--- src/hw/rtl/tte_pkg.sv ---
// ----------------------------------------------------------------------------
// tte_pkg
// shared widths, byte class bounds, skip codes, register indexes and result method codes
// for the text token estimator
// ----------------------------------------------------------------------------
package tte_pkg;

  // fixed field widths
  localparam int BYTE_W     = 8;
  localparam int TOKEN_W    = 19;
  localparam int TOTAL_W    = 48;
  localparam int REQ_W      = 32;
  localparam int SKIP_W     = 2;

  // register port
  localparam int APB_DATA_W = 32;
  localparam int APB_ADDR_W = 3;
  localparam int REG_IDX_W  = 1;

  localparam logic [REG_IDX_W-1:0] REG_CJK_ENABLE = 1'b0;

  // byte class bounds
  localparam logic [BYTE_W-1:0] ASCII_LIMIT = 8'h80;
  localparam logic [BYTE_W-1:0] LEAD3_LO    = 8'hE0;
  localparam logic [BYTE_W-1:0] LEAD3_HI    = 8'hEF;
  localparam logic [BYTE_W-1:0] LEAD4_LO    = 8'hF0;
  localparam logic [BYTE_W-1:0] DIGIT_LO    = 8'h30;
  localparam logic [BYTE_W-1:0] DIGIT_HI    = 8'h39;
  localparam logic [BYTE_W-1:0] UPPER_LO    = 8'h41;
  localparam logic [BYTE_W-1:0] UPPER_HI    = 8'h5A;
  localparam logic [BYTE_W-1:0] LOWER_LO    = 8'h61;
  localparam logic [BYTE_W-1:0] LOWER_HI    = 8'h7A;

  // continuation bytes still to be passed over by the multibyte estimate
  localparam logic [SKIP_W-1:0] SKIP_NONE  = 2'd0;
  localparam logic [SKIP_W-1:0] SKIP_ONE   = 2'd1;
  localparam logic [SKIP_W-1:0] SKIP_TWO   = 2'd2;
  localparam logic [SKIP_W-1:0] SKIP_THREE = 2'd3;

  typedef enum logic [1:0] {
    METHOD_MULTIBYTE = 2'd0,
    METHOD_WORD      = 2'd1,
    METHOD_LENGTH    = 2'd2
  } method_t;

endpackage

--- src/hw/rtl/text_token_estimator.sv ---
// ----------------------------------------------------------------------------
// text_token_estimator
// streaming token count estimate for a text string, one byte per item
// ----------------------------------------------------------------------------
// usage:
//   in_*  : one nonzero text byte per item, in_last_byte marks the final byte
//   out_* : one result item per finished string (estimate, method used,
//           wrapping running total of estimates, wrapping string count)
//   psel/penable/...: register port, cjk_enable at byte address 0
// throughput: one byte per cycle while the snapshot stage can take each last
//   byte, set by the single counter update stage that every byte passes through
// result path: after its last byte is accepted, a result reaches out_valid
//   through the input register, counter/snapshot stage and result register
// stall: while a result waits on out_ready, one finished string parks in
//   the snapshot stage and bytes of the following string keep streaming;
//   only a second last byte waits until the snapshot stage frees up
// reset: synchronous, active low; clears the counters, running total,
//   string count and cjk_enable, and drops all valids
// bytes past MAX_TEXT_LENGTH in one string are ignored by the counters, but
//   a last byte among them still finishes the string
// ----------------------------------------------------------------------------
module text_token_estimator
  import tte_pkg::*;
#(
  parameter int MAX_TEXT_LENGTH = 131072
) (
  input  logic                  clk,
  input  logic                  rst_n,

  input  logic                  in_valid,
  output logic                  in_ready,
  input  logic [BYTE_W-1:0]     in_text_byte,
  input  logic                  in_last_byte,

  output logic                  out_valid,
  input  logic                  out_ready,
  output logic [TOKEN_W-1:0]    out_token_estimate,
  output logic [1:0]            out_method_used,
  output logic [TOTAL_W-1:0]    out_running_total,
  output logic [REQ_W-1:0]      out_request_total,

  input  logic                  psel,
  input  logic                  penable,
  input  logic                  pwrite,
  input  logic [APB_ADDR_W-1:0] paddr,
  input  logic [APB_DATA_W-1:0] pwdata,
  output logic [APB_DATA_W-1:0] prdata,
  output logic                  pready
);

  // counter widths follow the longest string that is counted
  localparam int CNT_W  = $clog2(MAX_TEXT_LENGTH + 1);
  localparam int EST_W  = CNT_W + 1;              // estimates reach about 2*len
  localparam int CMP_W  = CNT_W + 2;              // room for 3*len
  localparam int WIDE_W = (CMP_W > TOKEN_W) ? CMP_W : TOKEN_W;

  localparam logic [CNT_W-1:0] MAX_LEN = CNT_W'(MAX_TEXT_LENGTH);

  // ---------------------------------------------------------------------------
  // register port
  // ---------------------------------------------------------------------------
  logic                 cjk_enable_r;
  logic                 cfg_wr;
  logic [REG_IDX_W-1:0] cfg_idx;

  assign pready  = 1'b1;
  assign cfg_idx = paddr[APB_ADDR_W-1:2];
  assign cfg_wr  = psel && penable && pwrite && pready;

  always_ff @(posedge clk) begin
    if (!rst_n) begin
      cjk_enable_r <= 1'b0;
    end else if (cfg_wr && (cfg_idx == REG_CJK_ENABLE)) begin
      cjk_enable_r <= pwdata[0];
    end
  end

  always_comb begin
    prdata = '0;
    if (cfg_idx == REG_CJK_ENABLE) begin
      prdata[0] = cjk_enable_r;
    end
  end

  // ---------------------------------------------------------------------------
  // stage handshakes: result register, snapshot stage, input register
  // ---------------------------------------------------------------------------
  logic in_valid_r;
  logic in_last_r;
  logic [BYTE_W-1:0] in_byte_r;
  logic fin_valid_r;
  logic out_valid_r;

  logic out_load;   // snapshot moves into the result register
  logic fin_free;   // snapshot stage can take a finished string
  logic byte_go;    // registered byte is folded into the counters

  assign out_load = fin_valid_r && (!out_valid_r || out_ready);
  assign fin_free = !fin_valid_r || out_load;
  assign byte_go  = in_valid_r && (!in_last_r || fin_free);
  assign in_ready = !in_valid_r || byte_go;

  always_ff @(posedge clk) begin
    if (!rst_n) begin
      in_valid_r <= 1'b0;
    end else if (in_ready) begin
      in_valid_r <= in_valid;
    end
  end

  always_ff @(posedge clk) begin
    if (in_ready && in_valid) begin
      in_byte_r <= in_text_byte;
      in_last_r <= in_last_byte;
    end
  end

  // ---------------------------------------------------------------------------
  // per-string counters
  // ---------------------------------------------------------------------------
  logic [CNT_W-1:0]  cnt_r,    cnt_nxt;
  logic [CNT_W-1:0]  lead_r,   lead_nxt;
  logic [CNT_W-1:0]  letter_r, letter_nxt;
  logic [EST_W-1:0]  mb_r,     mb_nxt;
  logic [EST_W-1:0]  word_r,   word_nxt;
  logic [SKIP_W-1:0] skip_r,   skip_nxt;
  logic              inside_r, inside_nxt;

  logic take;
  logic is_lead3;
  logic is_letter;
  logic is_word;
  logic [EST_W-1:0] word_final;

  assign take      = cnt_r < MAX_LEN;
  assign is_lead3  = (in_byte_r >= LEAD3_LO) && (in_byte_r <= LEAD3_HI);
  assign is_letter = ((in_byte_r >= UPPER_LO) && (in_byte_r <= UPPER_HI)) ||
                     ((in_byte_r >= LOWER_LO) && (in_byte_r <= LOWER_HI));
  // high bytes count as word bytes, unsigned compare
  assign is_word   = is_letter || (in_byte_r >= ASCII_LIMIT) ||
                     ((in_byte_r >= DIGIT_LO) && (in_byte_r <= DIGIT_HI));

  // counter values with the registered byte folded in
  always_comb begin
    cnt_nxt    = cnt_r;
    lead_nxt   = lead_r;
    letter_nxt = letter_r;
    mb_nxt     = mb_r;
    word_nxt   = word_r;
    skip_nxt   = skip_r;
    inside_nxt = inside_r;
    if (take) begin
      cnt_nxt    = cnt_r + 1'b1;
      lead_nxt   = lead_r + CNT_W'(is_lead3);
      letter_nxt = letter_r + CNT_W'(is_letter);

      // multibyte estimate: ascii counts 1, a lead counts 2, its tail is skipped
      if (skip_r != SKIP_NONE) begin
        skip_nxt = skip_r - 1'b1;
      end else if (in_byte_r < ASCII_LIMIT) begin
        mb_nxt = mb_r + EST_W'(1);
      end else begin
        mb_nxt = mb_r + EST_W'(2);
        if (in_byte_r < LEAD3_LO) begin
          skip_nxt = SKIP_ONE;
        end else if (in_byte_r < LEAD4_LO) begin
          skip_nxt = SKIP_TWO;
        end else begin
          skip_nxt = SKIP_THREE;
        end
      end

      // word estimate: each separator counts 1, closing a word adds 1 more
      if (is_word) begin
        inside_nxt = 1'b1;
      end else begin
        word_nxt   = word_r + EST_W'(1) + EST_W'(inside_r);
        inside_nxt = 1'b0;
      end
    end
  end

  // an open word at the end of the string counts once more
  assign word_final = word_nxt + EST_W'(inside_nxt);

  always_ff @(posedge clk) begin
    if (!rst_n) begin
      cnt_r    <= '0;
      lead_r   <= '0;
      letter_r <= '0;
      mb_r     <= '0;
      word_r   <= '0;
      skip_r   <= SKIP_NONE;
      inside_r <= 1'b0;
    end else if (byte_go) begin
      if (in_last_r) begin
        // string done: start the next one from zero
        cnt_r    <= '0;
        lead_r   <= '0;
        letter_r <= '0;
        mb_r     <= '0;
        word_r   <= '0;
        skip_r   <= SKIP_NONE;
        inside_r <= 1'b0;
      end else begin
        cnt_r    <= cnt_nxt;
        lead_r   <= lead_nxt;
        letter_r <= letter_nxt;
        mb_r     <= mb_nxt;
        word_r   <= word_nxt;
        skip_r   <= skip_nxt;
        inside_r <= inside_nxt;
      end
    end
  end

  // ---------------------------------------------------------------------------
  // snapshot of a finished string
  // ---------------------------------------------------------------------------
  logic [CNT_W-1:0] fin_len_r;
  logic [CNT_W-1:0] fin_lead_r;
  logic [CNT_W-1:0] fin_letter_r;
  logic [EST_W-1:0] fin_mb_r;
  logic [EST_W-1:0] fin_word_r;
  logic             fin_valid_nxt;

  always_comb begin
    fin_valid_nxt = fin_valid_r;
    if (byte_go && in_last_r) begin
      fin_valid_nxt = 1'b1;
    end else if (out_load) begin
      fin_valid_nxt = 1'b0;
    end
  end

  always_ff @(posedge clk) begin
    if (!rst_n) begin
      fin_valid_r <= 1'b0;
    end else begin
      fin_valid_r <= fin_valid_nxt;
    end
  end

  always_ff @(posedge clk) begin
    if (byte_go && in_last_r) begin
      fin_len_r    <= cnt_nxt;
      fin_lead_r   <= lead_nxt;
      fin_letter_r <= letter_nxt;
      fin_mb_r     <= mb_nxt;
      fin_word_r   <= word_final;
    end
  end

  // ---------------------------------------------------------------------------
  // estimate choice and result register
  // lead > floor(len/3) is the same as 3*lead > len, likewise for letters
  // ---------------------------------------------------------------------------
  logic [CMP_W-1:0]   len_ext;
  logic [CMP_W-1:0]   lead_x3;
  logic [CMP_W-1:0]   letter_x2;
  logic [CMP_W-1:0]   len_x3;
  logic [WIDE_W-1:0]  est_wide;
  logic [TOKEN_W-1:0] est_tok;
  method_t            method_sel;

  logic [TOKEN_W-1:0] out_token_r;
  method_t            out_method_r;
  logic [TOTAL_W-1:0] sum_r;
  logic [REQ_W-1:0]   req_r;
  logic               out_valid_nxt;

  assign len_ext   = CMP_W'(fin_len_r);
  assign lead_x3   = CMP_W'(fin_lead_r) + (CMP_W'(fin_lead_r) << 1);
  assign letter_x2 = CMP_W'(fin_letter_r) << 1;
  assign len_x3    = len_ext + (len_ext << 1);

  always_comb begin
    if (cjk_enable_r && (lead_x3 > len_ext)) begin
      est_wide   = WIDE_W'(fin_mb_r);
      method_sel = METHOD_MULTIBYTE;
    end else if (letter_x2 > len_ext) begin
      est_wide   = WIDE_W'(fin_word_r);
      method_sel = METHOD_WORD;
    end else begin
      est_wide   = WIDE_W'(len_x3 >> 2);
      method_sel = METHOD_LENGTH;
    end
  end

  assign est_tok = est_wide[TOKEN_W-1:0];

  always_comb begin
    out_valid_nxt = out_valid_r;
    if (out_load) begin
      out_valid_nxt = 1'b1;
    end else if (out_ready) begin
      out_valid_nxt = 1'b0;
    end
  end

  always_ff @(posedge clk) begin
    if (!rst_n) begin
      out_valid_r <= 1'b0;
      sum_r       <= '0;
      req_r       <= '0;
    end else begin
      out_valid_r <= out_valid_nxt;
      if (out_load) begin
        sum_r <= sum_r + TOTAL_W'(est_tok);
        req_r <= req_r + 1'b1;
      end
    end
  end

  always_ff @(posedge clk) begin
    if (out_load) begin
      out_token_r  <= est_tok;
      out_method_r <= method_sel;
    end
  end

  assign out_valid          = out_valid_r;
  assign out_token_estimate = out_token_r;
  assign out_method_used    = out_method_r;
  assign out_running_total  = sum_r;
  assign out_request_total  = req_r;

`ifndef SYNTHESIS
  // a parked snapshot is never dropped before it reaches the result register
  a_fin_held: assert property (@(posedge clk) disable iff (!rst_n)
    (fin_valid_r && !out_load) |=> fin_valid_r)
    else $error("finished string lost from snapshot stage");

  // the string count moves by one per result
  a_req_step: assert property (@(posedge clk) disable iff (!rst_n)
    out_load |=> (req_r == $past(req_r) + 1'b1))
    else $error("string count did not step by one");

  // the byte counter stops at the length limit
  a_cnt_limit: assert property (@(posedge clk) disable iff (!rst_n)
    cnt_r <= MAX_LEN)
    else $error("byte count past length limit");

  // counters start clean after a last byte
  a_clear: assert property (@(posedge clk) disable iff (!rst_n)
    (byte_go && in_last_r) |=> (cnt_r == '0 && skip_r == SKIP_NONE && !inside_r))
    else $error("string state not cleared after last byte");
`endif

endmodule

--- config.mk ---
export PLATFORM = sky130hd
export DESIGN_NAME = text_token_estimator
export DESIGN_NICKNAME = d
export VERILOG_FILES = /design/src/hw/rtl/tte_pkg.sv /design/src/hw/rtl/text_token_estimator.sv
export SDC_FILE = /design/constraint.sdc
export NUM_CORES = 1
export LEC_CHECK = 0
export BUFFER_PORTS_ARGS = -buffer_cell sky130_fd_sc_hd__buf_2
export CAP_MARGIN = 25
export CORE_UTILIZATION = 60
export DETAILED_ROUTE_END_ITERATION = 8
export GPL_TIMING_DRIVEN = 0
export HOLD_SLACK_MARGIN = 0.08
export PLACE_DENSITY = 0.81
export SLEW_MARGIN = 10
export SYNTH_ARGS = -nofsm -noshare
export SYNTH_HDL_FRONTEND = slang
export SYNTH_SLANG_ARGS = --single-unit
--- constraint.sdc ---
create_clock -name clk -period 7.25 [get_ports clk]
set_input_delay 1.0875 -clock clk [delete_from_list [all_inputs] [get_ports clk]]
set_output_delay 1.0875 -clock clk [all_outputs]
set_load 0.005 [all_outputs]
==> metrics, run 1 <==
Largest stage delay, worst path=450 ps; share of the cycle needed by the critical path after routing=95.7%; register clock-pin slew on the reported worst setup and hold paths=60 ps; final worst clock skew=19.8 ps; maximum buffer depth of the clock tree=3; antenna fix cells=0; Max Cap Viol=0; synthesized instance count=1898; data arrival time of the critical path=7300 ps; Final ANT Viol Nets=0; result of the run=finished, final reports clean; routability congestion estimate from global placement=0.921; Slowest-stage cell, CP=sky130_fd_sc_hd__edfxtp_1; hold-critical path depth=2; worst reg-to-reg setup slack=310 ps; sequential share of the synthesized area=41.6%; Yosys warning count=0; Die Y=172 um; per-instance average area after synthesis=9.19 sq um; vias after detailed routing=14996; hold violation total from the final report=0; NetSw=0.883 mW; worst setup path class=reg -> reg; Die ar.=29700 sq um; pin count of the biggest net entering global routing=49; number of setup violations in the final report=0; instance count after placement with tap cells included=2433; Clk pwr share=45.1%; Hold WC Path Type=reg -> reg; Logic pwr share=6.9%; worst endpoint required time=7610 ps; antenna violations before repair=0; internal power of the cells=2.85 mW; share of cells above drive strength 1=15.0%; Initial Util=60.9%; worst-case hold path end point=out_running_total[10]$_SDFFE_PN0P_; headroom to the max-slew limit=27.3%; global route total overflow=0; input/output buffers=120; Post-Layout Cell Count=2507; fraction of power consumed by sequential logic=48.0%; synthesized flop and latch total=301; Detailed Route WL=47000 um; horizontal die dimension=172 um; cell taking the most area after synthesis=sky130_fd_sc_hd__edfxtp_1; proportion of netlist area held by the largest area contributor=21.0%; number of max-slew violations in the final report=0; hold path startpoint=out_running_total[10]$_SDFFE_PN0P_; core area=28600 sq um; DR iter-0 viols=1587; Final nets=2253; combined global-route utilization of all metal layers=30.8%; endpoint kind of the worst setup timing path=register; final critical-path setup slack=308 ps; utilization after layout=69.8%; number of unique standard cell types used by synthesis=85; detailed-router iteration count before antenna repair=6; via count of the first global-routing pass=13529; CP Max Fanout=10; Final Critical Period=6940 ps; Leakage Power=8.32 nW; power density normalized to cell area=187 nW/um^2; Clk Latency, worst-skew pair=520 ps; detail-routed via count per cell=5.98; DRC errors left=0; wire length of the first global-routing pass=71200 um; biggest area contributors in the synthesized netlist=sky130_fd_sc_hd__edfxtp_1 (21%), sky130_fd_sc_hd__dfxtp_1 (21%), sky130_fd_sc_hd__ha_1 (7.3%), sky130_fd_sc_hd__xnor2_1 (5.2%), sky130_fd_sc_hd__nor2_1 (5.0%); number of I/O pins=187; synth-to-layout area growth=14.6%; count of flip-flops with a built-in enable after synthesis=122; average wire length per cell after detail routing=18.8 um; highest ir drop seen on vdd=0.178 mV; placement-stage worst setup slack=-440 ps; clock net sink count=301; buffer type at the clock tree root=sky130_fd_sc_hd__clkbuf_16; Final HPWL DP=33400 um; CTS tree=built; endpoint of the lowest-slack register-to-register path=out_running_total[47]$_SDFFE_PN0P_; Switching Fraction=23.7%; predominant post-synthesis flop cell=sky130_fd_sc_hd__dfxtp_1; depth of the worst register-to-register path=32; Worst setup SP type=register; site row count=62; R2R Path Start=fin_lead_r[1]$_DFFE_PP_; timing-limited maximum frequency=0.144 GHz; async set-reset flop share out of synthesis=0%; transition time at the pin with the least slew margin=1080 ps; synthesized area=17400 sq um; Inserted Clock Buffers=35; number of H-tree branching levels=2
==> cells by family after synthesis <==
kind of cell	count (synthesis)	share of synthesized area, %
adder cells (fa/ha/maj)	105	7.66
buffers and inverters	174	4.66
other	2	0.0431
multiplexers	42	2.67
XOR/XNOR	189	9.54
flip-flops	301	41.6
AND/OR/NAND/NOR	685	19.7
AO/OA/AOI/OAI	400	14.2
==> state kept, by name, summed over array words and instances (netlist names) <==
register and count:
cjk_enable_r 1, cnt_r 18, fin_lead_r 18, fin_len_r 18, fin_letter_r 18, fin_mb_r 19, fin_valid_r 1, fin_word_r 19
in_byte_r 8, in_last_r 1, in_valid_r 1, inside_r 1, lead_r 18, letter_r 18, mb_r 19, out_method_used 2
out_request_total 32, out_running_total 48, out_token_estimate 19, out_valid 1, skip_r 2, word_r 19
==> how the worst max path moves through the flow <==
| stage | from | endpoint | slack, ps | cells after the start |
|---|---|---|---|---|
| after floorplan | fin_lead_r[1]$_DFFE_PP_ | out_running_total[33]$_SDFFE_PN0P_ | 840 | 32 |
| after global placement | fin_lead_r[1]$_DFFE_PP_ | out_running_total[16]$_SDFFE_PN0P_ | -250 | 33 |
| after detailed placement | fin_lead_r[1]$_DFFE_PP_ | out_running_total[33]$_SDFFE_PN0P_ | -440 | 32 |
| after CTS | fin_lead_r[1]$_DFFE_PP_ | out_running_total[36]$_SDFFE_PN0P_ | 7 | 32 |
| after global routing | fin_lead_r[1]$_DFFE_PP_ | out_running_total[47]$_SDFFE_PN0P_ | -80 | 30 |
| final | fin_lead_r[1]$_DFFE_PP_ | out_running_total[47]$_SDFFE_PN0P_ | 310 | 32 |
==> power by group through the flow <==
stage	combinational [mW]	sequential (mW)	clock, mW
finish	0.257	1.79	1.68
global route	0.277	1.79	1.75
CTS	0.246	1.79	1.68
detailed placement	0.243	1.83	0
global placement	0.234	1.83	0
floorplan	0.162	1.83	0
==> cells in the mapped netlist, types with 9 or more instances <==
cell and number:
sky130_fd_sc_hd__a211oi_1 14, sky130_fd_sc_hd__a21o_1 26, sky130_fd_sc_hd__a21oi_1 134, sky130_fd_sc_hd__a22oi_1 45
sky130_fd_sc_hd__a31oi_1 12, sky130_fd_sc_hd__and2_1 9, sky130_fd_sc_hd__and3_1 51, sky130_fd_sc_hd__buf_4 34
sky130_fd_sc_hd__clkbuf_1 66, sky130_fd_sc_hd__dfxtp_1 179, sky130_fd_sc_hd__edfxtp_1 122, sky130_fd_sc_hd__ha_1 102
sky130_fd_sc_hd__inv_1 59, sky130_fd_sc_hd__mux2_2 36, sky130_fd_sc_hd__nand2_1 130, sky130_fd_sc_hd__nand2b_1 11
sky130_fd_sc_hd__nand3_1 63, sky130_fd_sc_hd__nand3b_1 9, sky130_fd_sc_hd__nand4_1 36, sky130_fd_sc_hd__nor2_1 233
sky130_fd_sc_hd__nor2b_1 16, sky130_fd_sc_hd__nor3_1 36, sky130_fd_sc_hd__nor4_1 14, sky130_fd_sc_hd__o21a_1 11
sky130_fd_sc_hd__o21ai_0 106, sky130_fd_sc_hd__or3_1 26, sky130_fd_sc_hd__xnor2_1 103, sky130_fd_sc_hd__xor2_1 85
==> repair_timing <==
item | CTS | global route
pin swaps | 2 | 8
hold buffers | 0 | 0
buffers inserted | 2 | 11
endpoints found under the setup margin | 34 | 37
hold endpoints to repair | 0 | 0
resized for setup | 7 | 30
==> through the flow <==
step                hold WS, ps  power [mW]  instance area (sq um)  setup TNS [ps]
floorplan                   446        1.99                  17500               0
global placement            452        2.06                  18600           -3250
finish                      475        3.73                  20000               0
CTS                         477        3.72                  19800               0
global route                500        3.82                  20000            -367
detailed placement          469        2.07                  18700           -6620
==> layout by cell type (no fill, tap or decap), drive strengths merged, types with 32 or more instances in the layout <==
cell	n
nor2	234
buf	181
dfxtp	179
a21oi	134
nand2	133
edfxtp	122
clkbuf	115
o21ai	109
xnor2	103
ha	102
xor2	86
nand3	63
inv	59
and3	51
a22oi	45
nor3	41
nand4	36
mux2	36
conb	32
==> final cells by class <==
class                   count  area [sq um]
repair buffers            134           726
inverters                  60           225
plain buffers             112           588
flip-flops and latches    301          7250
well taps                 384           480
clock inverters            13          91.3
clock buffers              50           985
fillers                  2140          8640
multi-input cells        1453          9650
==> routing by layer <==
metal  part of all wire, %  global-route usage, %  wire length (um)
met1                    43                   42.7             20100
met2                    46                   48.1             21400
met3                   8.9                   5.65              4160
met4                   2.8                   10.8              1340
met5                     0                      0                 0
==> critical path, delay by kind of cell (launching register included) <==
| family | cells | cell delay (ps) |
|---|---|---|
| xor gates and xnor gates | 2 | 280 |
| and+or+nand+nor | 9 | 1530 |
| DFF | 1 | 450 |
| adders and majority gates | 4 | 1270 |
| buffers and inverters | 2 | 350 |
| muxes | 1 | 390 |
| AOI/OAI and AO/OA | 14 | 2500 |
Power figures use the tool's default switching activity.
==> run 2: changes to the inputs <==
CORE_ASPECT_RATIO = 1.1   (was not set)
RECOVER_POWER = 25   (was not set)
==> metrics, run 2 (synthesis results as in run 1) <==
result of the run=complete, but fails checks; failing checks=capacitance limit, slew limit; Slowest-stage cell, CP=sky130_fd_sc_hd__or3_4; DR iter-0 viols=1470; final hold slack=476 ps; Inserted Clock Buffers=30; setup TNS=0 ps; highest-count cells in the layout ignoring fill and taps=sky130_fd_sc_hd__nor2_1 (231), sky130_fd_sc_hd__dfxtp_1 (179), sky130_fd_sc_hd__nand2_1 (128); dpl cell area=18600 sq um; Final nets=2248; share of the cycle needed by the critical path after routing=95.7%; synth-to-layout area growth=14.0%; core area=28600 sq um; worst-case hold path end point=out_running_total[0]$_SDFFE_PN0P_; Post-Layout Inst Area=19900 sq um; number of H-tree branching levels=1; Worst setup SP type=register; Final Critical Period=6940 ps; headroom to the max-slew limit=-44.3%; GR met3 Demand/Resource=5.12%; Leakage Power=8.08 nW; Initial Util=60.9%; Largest stage delay, worst path=440 ps; number of max-slew violations in the final report=42; wire length of the first global-routing pass=72500 um; site row count=65; detail-routed via count per cell=6.04; most prevalent standard cell on the critical path=sky130_fd_sc_hd__ha_1; routability congestion estimate from global placement=0.938; data arrival time of the critical path=7360 ps; register clock-pin slew on the reported worst setup and hold paths=60 ps; clock net sink count=301; timing-limited maximum frequency=0.144 GHz; hold-critical path depth=2; Final ANT Viol Nets=0; hold path startpoint=out_running_total[0]$_SDFFE_PN0P_; average wire length per cell after detail routing=18.9 um; antenna violations before repair=1; combined global-route utilization of all metal layers=30.9%; endpoint kind of the worst setup timing path=register; hold violation total from the final report=0; vias after detailed routing=14993; hold bufs inserted after CTS=0; pin count of the biggest net entering global routing=53; detailed-router iteration count before antenna repair=6; number of setup violations in the final report=0; horizontal die dimension=165 um; final worst clock skew=11.3 ps; maximum buffer depth of the clock tree=3; R2R Path Start=fin_lead_r[1]$_DFFE_PP_; worst setup path class=reg -> reg; depth of the worst register-to-register path=32; Detailed Route WL=47100 um; global-route track usage on met1=40.2%; highest ir drop seen on vdd=0.150 mV; input/output buffers=120; power density normalized to cell area=180 nW/um^2; CTS tree=built; Hold WC Path Type=reg -> reg; Die Y=181 um; endpoint of the lowest-slack register-to-register path=out_running_total[38]$_SDFFE_PN0P_; worst endpoint required time=7680 ps; leading cell type in the layout, fill and taps excluded=sky130_fd_sc_hd__nor2_1; transition time at the pin with the least slew margin=2170 ps; via count of the first global-routing pass=14143; Final HPWL DP=33500 um; Max Cap Viol=1; Die ar.=29700 sq um; number of I/O pins=187; global route total overflow=0; buffer type at the clock tree root=sky130_fd_sc_hd__clkbuf_16; CP Max Fanout=10; DRC errors left=0; Clk Latency, worst-skew pair=570 ps; global-route layer with the greatest usage=met2; share of cells above drive strength 1=13.3%; Largest register FFs=48; worst reg-to-reg setup slack=310 ps; global-route track usage on met2=50.9%; antenna fix cells=0
[run 2: critical path: cells and delay by family (launching register included)]
family | cells | cell delay (ps)
fa+ha+maj | 4 | 1160
compound gates | 15 | 3100
mux | 1 | 270
flops | 1 | 430
simple gates | 7 | 1240
xor+xnor | 2 | 210
buf+inv | 3 | 350
[run 2: per-layer routing]
| layer | routed length, um | share of wire, % |
|---|---|---|
| met3 | 4050 | 8.6 |
| met2 | 22200 | 47 |
| met4 | 1690 | 3.6 |
| met1 | 19100 | 41 |
| met5 | 13 | 0.028 |
[run 2: stage by stage]
| step | utilization (%) | instances | worst slack, ps | power (mW) |
|---|---|---|---|---|
| floorplan | - | 1928 | 843 | 1.99 |
| global placement | 65.0 | 2416 | -261 | 2.06 |
| detailed placement | 65.1 | 2417 | -519 | 2.07 |
| CTS | 68.7 | 2472 | 1.20 | 3.58 |
| global route | 69.5 | 2484 | -86.4 | 3.68 |
| finish | 69.5 | 2484 | 315 | 3.58 |
[run 2: layout make-up]
type                            count  area (sq um)
Multi-Input combinational cell   1454          9740
Tap cell                          368           460
Clock buffer                       38           812
Clock inverter                     18           143
Sequential cell                   301          7250
Buffer                            110           578
Timing Repair Buffer              135           679
Inverter                           60           225
Fill cell                        2207          8740
[run 2: repair_timing]
item	in CTS	in global routing
endpoints found under the setup margin	34	38
resized for setup	14	49
pin swaps	4	16
buffers inserted	1	13
gates cloned	0	1
[run 2: worst max path at each step]
stage	start	endpoint	slack (ps)	cells past startpoint
global placement	fin_lead_r[1]$_DFFE_PP_	out_running_total[38]$_SDFFE_PN0P_	-260	34
finish	fin_lead_r[1]$_DFFE_PP_	out_running_total[38]$_SDFFE_PN0P_	310	32
CTS	fin_lead_r[1]$_DFFE_PP_	out_running_total[47]$_SDFFE_PN0P_	1	32
detailed placement	fin_lead_r[1]$_DFFE_PP_	out_running_total[36]$_SDFFE_PN0P_	-520	34
global route	fin_lead_r[1]$_DFFE_PP_	out_running_total[17]$_SDFFE_PN0P_	-90	31
floorplan	fin_lead_r[1]$_DFFE_PP_	out_running_total[33]$_SDFFE_PN0P_	840	32
[run 2: power by group]
part           internal [mW]  switching (mW)
Combinational         0.0861           0.167
Clock                  0.860           0.673
Sequential              1.78          0.0149
Total                   2.72           0.855
==> run 3: changes to the inputs <==
CORE_MARGIN = 1.5   (was not set)
HOLD_SLACK_MARGIN = not set   (was 0.08)
==> metrics, run 3 (synthesis results as in run 1) <==
Detailed Route WL=46500 um; worst reg-to-reg setup slack=400 ps; result of the run=complete, but fails checks; input/output buffers=120; antenna fix cells=0; internal power of the cells=2.79 mW; number of setup violations in the final report=0; register clock-pin slew on the reported worst setup and hold paths=70 ps; Clk pwr share=44.6%; DRC errors left=0; DR iter-0 viols=1448; global route total overflow=0; core area=28600 sq um; worst endpoint required time=7710 ps; total power draw=3.69 mW; Hold WC Path Type=reg -> reg; Worst setup SP type=register; hold-critical path depth=2; Inserted Clock Buffers=31; Switching Fraction=24.3%; final worst clock skew=32.1 ps; Setup crit end=out_running_total[38]$_SDFFE_PN0P_; maximum buffer depth of the clock tree=3; utilization after layout=69.6%; Setup crit start=fin_lead_r[0]$_DFFE_PP_; share of the cycle needed by the critical path after routing=94.5%; Initial Util=60.9%; number of max-slew violations in the final report=42; power density normalized to cell area=185 nW/um^2; Final ANT Viol Nets=0; data arrival time of the critical path=7310 ps; clock net sink count=301; share of cells above drive strength 1=13.4%; endpoint of the lowest-slack register-to-register path=out_running_total[38]$_SDFFE_PN0P_; highest-count cells in the layout ignoring fill and taps=sky130_fd_sc_hd__nor2_1 (232), sky130_fd_sc_hd__dfxtp_1 (179), sky130_fd_sc_hd__a21oi_1 (128), sky130_fd_sc_hd__nand2_1 (128), sky130_fd_sc_hd__edfxtp_1 (122); routability congestion estimate from global placement=0.962; Final nets=2250; Die Y=182 um; final hold slack=477 ps; number of I/O pins=187; setup TNS=0 ps; highest ir drop seen on vdd=0.197 mV; instance count after placement with tap cells included=2417; via count of the first global-routing pass=14008; buffer type at the clock tree root=sky130_fd_sc_hd__clkbuf_16; worst setup path class=reg -> reg; Max Cap Viol=1; hold bufs inserted after CTS=0; synth-to-layout area growth=14.2%; combined global-route utilization of all metal layers=30.4%; Final HPWL DP=33200 um; NetSw=0.896 mW; Final Critical Period=6850 ps; site row count=65; detail-routed via count per cell=6.00; failing checks=capacitance limit, slew limit; timing-limited maximum frequency=0.146 GHz; Leakage Power=8.16 nW; CP Max Fanout=10; Slowest-stage cell, CP=sky130_fd_sc_hd__or3_4; detailed-router iteration count before antenna repair=5; Clk Latency, worst-skew pair=590 ps; pin count of the biggest net entering global routing=53; depth of the worst register-to-register path=34; fraction of power consumed by sequential logic=48.6%; wire length of the first global-routing pass=72300 um; endpoint kind of the worst setup timing path=register; R2R Path Start=fin_lead_r[0]$_DFFE_PP_; vias after detailed routing=14933; Logic pwr share=6.8%; average wire length per cell after detail routing=18.7 um; transition time at the pin with the least slew margin=2250 ps; number of H-tree branching levels=1; Largest stage delay, worst path=470 ps; headroom to the max-slew limit=-50.2%; Post-Layout Cell Count=2487; most prevalent standard cell on the critical path=sky130_fd_sc_hd__nor2_1; hold violation total from the final report=0; Die ar.=30100 sq um; CTS tree=built; leading cell type in the layout, fill and taps excluded=sky130_fd_sc_hd__nor2_1; Largest register FFs=48; antenna violations before repair=0; horizontal die dimension=166 um
## run 3: changes by cell type in the layout (fill, tap and decap cells not counted), moves of 3 or more
cell                       before  now
sky130_fd_sc_hd__clkinv_4       0    4
sky130_fd_sc_hd__clkbuf_1     114  111
sky130_fd_sc_hd__buf_2         82   87
sky130_fd_sc_hd__inv_4          0    4
sky130_fd_sc_hd__clkinv_1       7    1
## run 3: worst min-delay path by stage
stage / start / end / slack [ps]
2_1_floorplan: lead_r[0]$_SDFFE_PN0P_ / lead_r[0]$_SDFFE_PN0P_ / 450
3_3_place_gp: lead_r[0]$_SDFFE_PN0P_ / lead_r[0]$_SDFFE_PN0P_ / 450
3_5_place_dp: out_running_total[3]$_SDFFE_PN0P_ / out_running_total[3]$_SDFFE_PN0P_ / 470
4_1_cts: out_running_total[3]$_SDFFE_PN0P_ / out_running_total[3]$_SDFFE_PN0P_ / 470
5_1_grt: out_running_total[5]$_SDFFE_PN0P_ / out_running_total[5]$_SDFFE_PN0P_ / 500
6_report: lead_r[0]$_SDFFE_PN0P_ / lead_r[0]$_SDFFE_PN0P_ / 480
## run 3: through the flow
step	setup slack (ps)	instance area (sq um)
2_1_floorplan	843	17500
3_3_place_gp	-239	18600
3_5_place_dp	-344	18600
4_1_cts	27.8	19800
5_1_grt	-42.4	19900
6_report	401	19900
## run 3: final cells by class
type / instances / area [sq um]
Inverter: 60 / 225
Timing Repair Buffer: 135 / 686
Buffer: 112 / 586
Fill cell: 2228 / 8710
Clock buffer: 40 / 872
Clock inverter: 18 / 183
Tap cell: 368 / 460
Multi-Input combinational cell: 1453 / 9660
Sequential cell: 301 / 7250
## run 3: power by group through the flow
stage | combinational (mW) | sequential (mW) | clock (mW)
2_1_floorplan | 0.162 | 1.83 | 0
3_3_place_gp | 0.234 | 1.83 | 0
3_5_place_dp | 0.241 | 1.83 | 0
4_1_cts | 0.245 | 1.79 | 1.65
5_1_grt | 0.274 | 1.79 | 1.72
6_report | 0.252 | 1.79 | 1.65
## run 3: repair_timing
item / 4_1_cts / 5_1_grt
gates resized for setup: 8 / 38
endpoints found under the setup margin: 32 / 36
pin swaps: 2 / 10
buffers inserted: 3 / 11
## run 3: metal layers
layer  part of all wire, %  track usage, %  vias up  wire, um
met5                     0               0        -         0
met4                   3.4            10.8        0      1600
met3                   7.4            2.88      106      3430
met2                    47            49.6      627     21800
met1                    42            42.2     7067     19700
li1                      -               -     7133         -
## run 3: worst max-delay path, delay by kind of cell (launching register included)
| kind | cells | cell delay [ps] |
|---|---|---|
| AO/OA/AOI/OAI | 15 | 2670 |
| adder cells (fa/ha/maj) | 5 | 1450 |
| AND/OR/NAND/NOR | 8 | 1310 |
| flip-flops | 1 | 420 |
| buffers and inverters | 3 | 390 |
| XOR/XNOR | 2 | 290 |
| multiplexers | 1 | 190 |
